## src/hdl/daqc_pkg.sv

```systemverilog
// Shared types, constants and the transition table of the quadrature counter.
package daqc_pkg;

	// Width of the per-axis running counts (4 to 64).
	localparam int COUNT_BITS = 16;
	// Width of the count fields in a result transaction.
	localparam int RESULT_BITS = 16;

	typedef logic signed [COUNT_BITS-1:0] count_t;
	typedef logic signed [RESULT_BITS-1:0] result_t;

	localparam count_t COUNT_MAX = count_t'({1'b0, {(COUNT_BITS-1){1'b1}}});
	localparam count_t COUNT_MIN = count_t'({1'b1, {(COUNT_BITS-1){1'b0}}});

	typedef enum logic [1:0] {
		CMD_SAMPLE  = 2'd0,
		CMD_CONSUME = 2'd1,
		CMD_RESYNC  = 2'd2,
		CMD_STATUS  = 2'd3
	} cmd_t;

	typedef enum logic [1:0] {
		STEP_NONE = 2'd0,
		STEP_UP   = 2'd1,
		STEP_DOWN = 2'd2
	} step_t;

	// Indexed by {previous phase, current phase}, phase = {A, B}.
	localparam step_t STEP_TABLE [16] = '{
		STEP_NONE, STEP_UP,   STEP_DOWN, STEP_NONE,
		STEP_DOWN, STEP_NONE, STEP_NONE, STEP_UP,
		STEP_UP,   STEP_NONE, STEP_NONE, STEP_DOWN,
		STEP_NONE, STEP_DOWN, STEP_UP,   STEP_NONE
	};

	// Per-axis update controls, valid for the one cycle in which an item retires.
	typedef struct packed {
		logic step_en;
		logic clear;
		logic resync;
	} axis_ctrl_t;

endpackage

```

## src/hdl/dual_axis_quadrature_counter.sv

```systemverilog
// Top level of the two-axis x4 quadrature counter.
//
//   Channel  Handshake                    Payload
//   -------  ---------------------------  ---------------------------------
//   cfg      cfg_valid / cfg_ready        cfg_enable
//   sample   sample_valid / sample_stall  cmd, x_a, x_b, y_a, y_b
//   result   result_valid / result_stall  x_count, y_count, pending
//
// Every sample transaction yields exactly one result transaction, passing
// through the input register and then the result register.
// One item is accepted per cycle while not stalled; the single update stage
// that reads and writes the count, phase and pending registers sets the rate.
// arst_n clears the counts, phases, pending flag, enable and all valid bits.
// A stall on the result side holds the result register and, once the input
// register is also occupied, is passed back as sample_stall.
// cfg_ready is always high; the enable register takes effect on later items.
module dual_axis_quadrature_counter
	import daqc_pkg::*;
(
	input  logic           clk,
	input  logic           arst_n,
	input  logic           cfg_valid,
	output logic           cfg_ready,
	input  logic           cfg_enable,
	input  logic           sample_valid,
	output logic           sample_stall,
	input  logic [1:0]     cmd,
	input  logic           x_a,
	input  logic           x_b,
	input  logic           y_a,
	input  logic           y_b,
	output logic           result_valid,
	input  logic           result_stall,
	output logic signed [RESULT_BITS-1:0] x_count,
	output logic signed [RESULT_BITS-1:0] y_count,
	output logic           pending
);

	// Configuration register.
	logic enable_q;

	// Input register stage.
	logic valid_s1;
	cmd_t cmd_s1;
	logic x_a_s1;
	logic x_b_s1;
	logic y_a_s1;
	logic y_b_s1;

	// Result register stage.
	logic    valid_s2;
	result_t x_count_s2;
	result_t y_count_s2;
	logic    pending_s2;

	// Movement seen since the last clear.
	logic flag_q;

	logic       advance;
	logic       load_s1;
	axis_ctrl_t ctrl;
	result_t    x_cnt;
	result_t    y_cnt;
	logic       x_moved;
	logic       y_moved;
	logic       moved;

	assign cfg_ready = 1'b1;

	// The item in the input register retires when the result register is free
	// or is being emptied in this cycle.
	assign advance      = valid_s1 && (!valid_s2 || !result_stall);
	assign sample_stall = valid_s1 && !advance;
	assign load_s1      = sample_valid && !sample_stall;

	always_comb begin
		ctrl = '0;
		if (advance) begin
			case (cmd_s1)
				CMD_SAMPLE:  ctrl.step_en = enable_q;
				CMD_CONSUME: ctrl.clear   = 1'b1;
				CMD_RESYNC:  ctrl.resync  = 1'b1;
				default:     ctrl         = '0;
			endcase
		end
	end

	daqc_axis u_axis_x (
		.clk    (clk),
		.arst_n (arst_n),
		.ctrl   (ctrl),
		.pin_a  (x_a_s1),
		.pin_b  (x_b_s1),
		.count  (x_cnt),
		.moved  (x_moved)
	);

	daqc_axis u_axis_y (
		.clk    (clk),
		.arst_n (arst_n),
		.ctrl   (ctrl),
		.pin_a  (y_a_s1),
		.pin_b  (y_b_s1),
		.count  (y_cnt),
		.moved  (y_moved)
	);

	assign moved = x_moved || y_moved;

	always_ff @(posedge clk or negedge arst_n) begin
		if (!arst_n) begin
			enable_q <= 1'b0;
		end else if (cfg_valid && cfg_ready) begin
			enable_q <= cfg_enable;
		end
	end

	always_ff @(posedge clk or negedge arst_n) begin
		if (!arst_n) begin
			flag_q <= 1'b0;
		end else if (ctrl.clear || ctrl.resync) begin
			flag_q <= 1'b0;
		end else if (moved) begin
			flag_q <= 1'b1;
		end
	end

	// Input register: control bit under reset, payload without.
	always_ff @(posedge clk or negedge arst_n) begin
		if (!arst_n) begin
			valid_s1 <= 1'b0;
		end else if (load_s1) begin
			valid_s1 <= 1'b1;
		end else if (advance) begin
			valid_s1 <= 1'b0;
		end
	end

	always_ff @(posedge clk) begin
		if (load_s1) begin
			cmd_s1 <= cmd_t'(cmd);
			x_a_s1 <= x_a;
			x_b_s1 <= x_b;
			y_a_s1 <= y_a;
			y_b_s1 <= y_b;
		end
	end

	// Result register. A consume shows the counts before they clear, a
	// resync shows zeros, everything else shows the updated state.
	always_ff @(posedge clk or negedge arst_n) begin
		if (!arst_n) begin
			valid_s2 <= 1'b0;
		end else if (advance) begin
			valid_s2 <= 1'b1;
		end else if (!result_stall) begin
			valid_s2 <= 1'b0;
		end
	end

	always_ff @(posedge clk) begin
		if (advance) begin
			if (ctrl.resync) begin
				x_count_s2 <= '0;
				y_count_s2 <= '0;
				pending_s2 <= 1'b0;
			end else begin
				x_count_s2 <= x_cnt;
				y_count_s2 <= y_cnt;
				pending_s2 <= flag_q || moved;
			end
		end
	end

	assign result_valid = valid_s2;
	assign x_count      = x_count_s2;
	assign y_count      = y_count_s2;
	assign pending      = pending_s2;

endmodule

```

## src/hdl/daqc_axis.sv

```systemverilog
// One axis: phase register, transition decode and saturating count.
module daqc_axis
	import daqc_pkg::*;
(
	input  logic       clk,
	input  logic       arst_n,
	input  axis_ctrl_t ctrl,
	input  logic       pin_a,
	input  logic       pin_b,
	output result_t    count,
	output logic       moved
);

	logic [1:0] phase_q;
	count_t     total_q;
	count_t     total_upd;
	logic [1:0] phase_new;
	step_t      step;

	assign phase_new = {pin_a, pin_b};
	assign step      = STEP_TABLE[{phase_q, phase_new}];

	always_comb begin
		total_upd = total_q;
		moved     = 1'b0;
		if (ctrl.step_en) begin
			case (step)
				STEP_UP: begin
					moved = 1'b1;
					if (total_q != COUNT_MAX) begin
						total_upd = total_q + count_t'(1);
					end
				end
				STEP_DOWN: begin
					moved = 1'b1;
					if (total_q != COUNT_MIN) begin
						total_upd = total_q - count_t'(1);
					end
				end
				default: begin
					total_upd = total_q;
				end
			endcase
		end
	end

	generate
		if (COUNT_BITS >= RESULT_BITS) begin : g_trunc
			assign count = total_upd[RESULT_BITS-1:0];
		end else begin : g_extend
			assign count = {{(RESULT_BITS-COUNT_BITS){total_upd[COUNT_BITS-1]}}, total_upd};
		end
	endgenerate

	always_ff @(posedge clk or negedge arst_n) begin
		if (!arst_n) begin
			phase_q <= '0;
			total_q <= '0;
		end else begin
			if (ctrl.step_en || ctrl.resync) begin
				phase_q <= phase_new;
			end
			if (ctrl.clear || ctrl.resync) begin
				total_q <= '0;
			end else begin
				total_q <= total_upd;
			end
		end
	end

endmodule

```

## config.mk

```make
export PLATFORM = sky130hd
export DESIGN_NAME = dual_axis_quadrature_counter
export DESIGN_NICKNAME = d
export VERILOG_FILES = /design/src/hdl/daqc_pkg.sv /design/src/hdl/dual_axis_quadrature_counter.sv /design/src/hdl/daqc_axis.sv
export SDC_FILE = /design/constraint.sdc
export NUM_CORES = 1
export LEC_CHECK = 0
export BUFFER_PORTS_ARGS = -buffer_cell sky130_fd_sc_hd__buf_2
export CAP_MARGIN = 10
export CORE_MARGIN = 1.5
export CORE_UTILIZATION = 60
export DETAILED_ROUTE_END_ITERATION = 10
export PLACE_DENSITY = 0.8
export SYNTH_ARGS = -nofsm -noshare
export SYNTH_HDL_FRONTEND = slang
export SYNTH_SLANG_ARGS = --single-unit
```

## constraint.sdc

```tcl
create_clock -name clk -period 3.4 [get_ports clk]
set_input_delay 0.68 -clock clk [delete_from_list [all_inputs] [get_ports clk]]
set_output_delay 0.68 -clock clk [all_outputs]
set_load 0.01 [all_outputs]
```

* Word level (Yosys, flattened, before mapping)
Memories as Yosys holds them, arrays and structs flattened.
Cells that the tools add are included.
** Storage, ports and cells
- Bits of input ports :: 12
- Bits in registers :: 79
- Word-level logic and storage cells :: 82
- Memories :: 2
- Output and inout port bits :: 36
- Memory bits (read-only) :: 64
** Cells by class
- $lt $le $gt $ge :: 2
- Mux-type cells :: 28
- Reductions and logical operators :: 17
- Bitwise logic cells :: 2
- Equality and inequality tests :: 11
- Add/subtract/negate cells :: 4
** Memory list
- (name not given) :: depth 16, width 2, rd ports 1, clocked after Yosys merged registers in 0, write ports 0, RTL line daqc_axis.sv:21 : assign step = STEP_TABLE[{phase_q, phase_new}];
- (name not given) :: depth 16, width 2, rd ports 1, clocked after Yosys merged registers in 0, write ports 0, RTL line daqc_axis.sv:21
** Operators with widths (number)
- 16-bit two-way mux :: 8
- 16-bit != test, second input constant :: 4
- 16-bit case mux with 2 select lines :: 2
- 16-bit by 2-bit adder with 16-bit output, second input constant :: 2
- 16-bit by 2-bit subtractor with 16-bit output, second input constant :: 2
- 1-bit two-way mux :: 13
- 5-bit >= comparator, second input constant :: 2
- 4-bit NOT with 5-bit output :: 2
- 2-bit two-way mux :: 4
- 2-bit by 1-bit equality test with 1-bit output, second input constant :: 3
- 2-bit equality test, second input constant :: 3
- 1-bit logical OR :: 5
- 1-bit zero test :: 4
- 2-bit nonzero test :: 2
- 2-bit OR reduction :: 2
- 1-bit logical AND :: 3
- 3-bit two-way mux :: 1
- 2-bit zero test :: 1
- 2-bit by 1-bit != test with 1-bit output, second input constant :: 1

* Depth between registers and ports, before layout
- Depth after elaboration :: 11
- Mapped depth :: 11
- Gate-level depth less buffers :: 9

* Modules after synthesis
From an unflattened synthesis, not the netlist that was laid out.
** Second synthesis, totals
- Cell total of the unflattened synthesis :: 618
- Area, all modules :: 5607.9 µm²
** By module, submodules not included
- daqc_axis (u_axis_x) :: cells each 259, seq. area each 450.4 µm², instances 1, area an instance 1961.9 µm²
- daqc_axis (u_axis_y) :: cells each 260, seq. area each 450.4 µm², instances 1, area an instance 1950.6 µm²
- dual_axis_quadrature_counter :: cells each 99, seq. area each 1271.2 µm², instances 1, area an instance 1695.4 µm²

* Least setup slack after synthesis
Ideal clock, no wire load.
- Path type :: in2reg
- Start point :: input port result_stall
- End point :: register x_count_s2[15] (netlist: x_count[15]) (data pin)
- Path buffers :: 1
- Path slack :: 568 ps
- Stages on the path :: 7
- Data arrival time :: 2685 ps
- Data required time :: 3253 ps
- Library setup time :: 147 ps
- Cell sequence :: a21bo_2 -> clkbuf_1 -> inv_1 -> nand2_1 -> nor4_1 -> a41oi_1 -> a21oi_1
** Between the ends
- Cells in the longest elaborated chain, start to end :: 5
** RTL lines
- start, declared :: RTL line dual_axis_quadrature_counter.sv:33 : input logic result_stall,
- 1-bit zero test *
- 1-bit logical OR * :: RTL line dual_axis_quadrature_counter.sv:72 : assign advance = valid_s1 && (!valid_s2 || !result_stall);
- 1-bit logical AND * :: RTL line dual_axis_quadrature_counter.sv:72
- via advance :: RTL line dual_axis_quadrature_counter.sv:59 : logic advance;
- 3-bit two-way mux * :: RTL line dual_axis_quadrature_counter.sv:78 : if (advance) begin
- 16-bit two-way mux :: RTL line daqc_axis.sv:26 : if (ctrl.step_en) begin
- end signal, assigned :: RTL line dual_axis_quadrature_counter.sv:168 : x_count_s2 <= x_cnt;
- end, declared :: RTL line dual_axis_quadrature_counter.sv:52 : result_t x_count_s2;
The timed path passes the listed nets; every way through them passes the cells marked *.
A chain may end at the register's enable or synchronous reset.

* Worst setup path in the final report
- Start point :: register x_b_s1
- End point :: register x_count_s2[3] (netlist: x_count[3]) (data pin)
** Between the ends
- Cells in the longest elaborated chain, start to end :: 7
- Elaborated cells on any way between the ends :: 8
- Those cells by class :: 2 x eq/ne; 4 x mux; 1 x bitwise; 1 x memory
** RTL lines
- start, declared :: RTL line dual_axis_quadrature_counter.sv:46 : logic x_b_s1;
- start signal, assigned :: RTL line dual_axis_quadrature_counter.sv:143 : x_b_s1 <= x_b;
- 4-bit NOT with 5-bit output (implied by the code) * :: RTL line daqc_axis.sv:21
- memory read 16 x 2 bit *
- 2-bit two-way mux (implied by the code) * (2 in series) :: RTL line daqc_axis.sv:21
- 2-bit equality test / 2-bit by 1-bit equality test with 1-bit output (equally long branches) :: RTL line daqc_axis.sv:27 : case (step)
- 16-bit case mux with 2 select lines * :: RTL line daqc_axis.sv:27
- 16-bit two-way mux * :: RTL line daqc_axis.sv:26
Every way passes the cells marked *; elsewhere a longest branch is shown, timed or not. The select of a mux whose other input is x is not followed.

==> qor.txt <==
DP HPWL - 11.55 mm
startpoint types - flop
vias in the first global route - 4955
Initial Util - 61.62%
DIE AREA - 9488 sq um
# diodes - 0
boundary pin count - 48
Async SR Flop Fraction - 50.63%
Total GRT Usage - 34.29%
initial antenna violation count - 0
first-pass GRT wire length - 25.85 mm
maximum clock rate - 0.3281 GHz
Post-synth EDFFs - 39
Die Ht - 97.41 um
largest net degree at the start of global routing - 41
Worst Path Max Fanout - 13
relative slew slack - 36.31%
final hold viol count - 0
setup violators final - 0
ys flop type - dfrtp_1
clock slew at reported path FFs - 90 ps
syn_area_per_cell - 8.883 sq um
TritonCTS clock tree - yes
number of fill cells - 735
dpl cell area - 5708 sq um
initial DRC count - 717
MaxCap Viol Count - 0
wire per inst - 21.71 um
Synth warnings - 0
Crit. End Element - flop
Peak VDD IR - 0.3877 mV
grt ovf - 0
min Tclk post-route - 3048 ps
Tightest Pin Transition - 955.4 ps
Core Region - 8678 sq um
pwr/cell area - 563.0 nW/um^2
Die W - 97.41 um
layout overhead on the synthesized area - 11.09%
Post-Layout Inst Area - 5941 sq um
Vias - 5369
TritonCTS Buffers - 9
DRC Markers - 0
global placer's final weighted congestion - 1.049
RSZ-0062 raised after global routing - no
H-tree levels - 3
Multi-input gate area - 2872 sq um
FF+latch count, synth - 79
postcts setup bufs - 0
Longest Clk Path Bufs - 2
Nets - 656
max-slew violation count - 0
Synth cell types - 75
Register Area - 2172 sq um
Layout Utilization - 68.45%
Mapped Area - 5348 sq um
Syn Inst Count - 602
First-pass DRT Iterations - 5
Worst Hold Class - in -> async
WP data required - 3510 ps
Mapped Nets - 624
Final ANT Viol Nets - 0
period utilisation layout - 89.65%
Pleak - 2.356 nW
Fin Setup TNS - 0 ps
Seq/Total Area, Yosys - 40.62%
Worst Path Arrival - 3160 ps
DR vias/cell - 7.187
status - finished, final reports clean
WS Path Type - reg -> reg
Detailed Route WL - 16.22 mm
share of cells above drive strength 1 - 17.53%
IO Port Bufs - 46
Clk Latency, worst-skew pair - 350 ps
# rows - 34
CTS Sinks - 79
Post-Route Skew - 9.351 ps
Root Buffer - clkbuf_8
Yosys cell counts (all sizes together), types with 5 or more instances:
master / instances / area (sq um)
a21oi: 28 / 140.1
nor4: 32 / 212.7
nand2: 31 / 116.4
nor2: 58 / 217.7
mux2: 7 / 78.83
dfrtp: 40 / 1001
buf: 10 / 63.81
and4: 13 / 113.9
edfxtp: 39 / 1171
and3: 9 / 56.30
inv: 24 / 90.09
nand3: 18 / 90.09
ha: 10 / 125.1
and2: 8 / 50.05
or3: 5 / 31.28
nand4: 23 / 143.9
o31ai: 7 / 52.55
o21ai: 23 / 115.1
or4: 10 / 75.07
clkbuf: 43 / 161.4
a41oi: 10 / 87.58
a311oi: 5 / 43.79
nor3: 36 / 185.2
o21a: 5 / 37.54
a211oi: 11 / 82.58
a31oi: 11 / 68.82
worst max-delay path: stages (launching register included):
cell and delay [ps]:
edfxtp_1 430, xor2_1 210, nand2_1 90, ha_1 310
or3b_2 510, or3_1 590, nor2_1 340, o32a_1 270
nor2_1 50
cells by family (layout without fill, tap and decap cells):
group           Yosys count  after routing  share of synthesized area, %
flops                    79             79                         40.62
xor+xnor                  6              6                        0.9827
compound gates          153            153                         20.45
fa+ha+maj                10             10                         2.340
buf+inv                  78            115                         5.966
other cells               1              1                       0.07012
mux                       9              9                         1.848
simple gates            266            266                         27.73
metrics by stage:
step                total power, mW  setup slack [ps]  hold WS, ps  cells
floorplan                     2.085             568.1        384.4    602
global placement              2.482             409.6        459.5    731
detailed placement            2.502             254.8        481.7    731
CTS                           3.296             218.9        488.5    747
global route                  3.493             154.3        485.8    747
finish                        3.344             351.8        462.0    747
flip-flops by register name (all words and copies together), names as in the netlist:
signal            cells
u_axis_x.phase_q      2
y_a_s1                1
u_axis_x.total_q     16
flag_q                1
y_b_s1                1
x_count              16
u_axis_y.total_q     16
u_axis_y.phase_q      2
y_count              16
valid_s1              1
pending               1
x_a_s1                1
result_valid          1
enable_q              1
cmd_s1                2
x_b_s1                1
repair_timing:
item,in CTS,in global routing
setup endpoints to repair,0,2
resized for setup,0,2
hold buffers,0,0
layout make-up:
class	count	area share [%]
clock buffers	9	2.085
inverters	25	1.580
multi-input cells	445	48.34
flip-flops and latches	79	36.56
well taps	108	2.275
repair buffers	74	7.414
clock inverters	7	1.748
path summary, 6_finish.rpt:
| kind | to | slack, ps | cells past startpoint | from |
|---|---|---|---|---|
| min reg2reg | result_valid | 500 | 1 | valid_s1 |
| max | x_count[3] | 350 | 8 | x_b_s1 |
| max in group asynchronous | u_axis_y.total_q[9] | 2330 | 1 | arst_n |
| max reg2reg | x_count[3] | 350 | 8 | x_b_s1 |
| min in group clk | cmd_s1[0] | 500 | 1 | cmd[0] |
| min | u_axis_x.total_q[3] | 460 | 1 | arst_n |
metal layers:
layer  share of wire (%)  GRT usage, %  wire length (um)  vias to the layer above
met5                   0             0                 0                        -
met2                  42         48.66              6860                      424
met3                  13         9.784              2147                       34
met4                 1.6         10.33               263                        0
li1                    -             -                 -                     2409
met1                  43         50.95              6946                     2502
cell usage in the layout, fill, tap and decap left out, types with 4 or more instances in the layout:
cell type  instances
and3_1             9
or3_1              4
buf_2             46
o21a_1             5
mux2_2             7
o21ai_0           23
nand4_1           23
and4_1            13
nand3_1           18
ha_1              10
dfrtp_1           40
edfxtp_1          39
a211oi_1          11
nor4_1            30
a21oi_1           28
xnor2_1            4
a41oi_1           10
a21o_1             4
nor2_1            56
nand2_1           31
o31ai_1            7
or4_1             10
o2111ai_1          4
and2_1             8
nor3_1            34
o31a_1             4
inv_1             24
a311oi_1           5
buf_4             28
a31oi_1           11
clkbuf_8           9
where the power goes:
group	internal, mW	leakage, nW	switching [mW]	total [mW]
registers	1.14	0.927	0.154	1.29
logic	0.454	1.32	0.800	1.25
clock network	0.424	0.108	0.377	0.801
total	2.01	2.36	1.33	3.34
(Power assumes the default switching activity.)
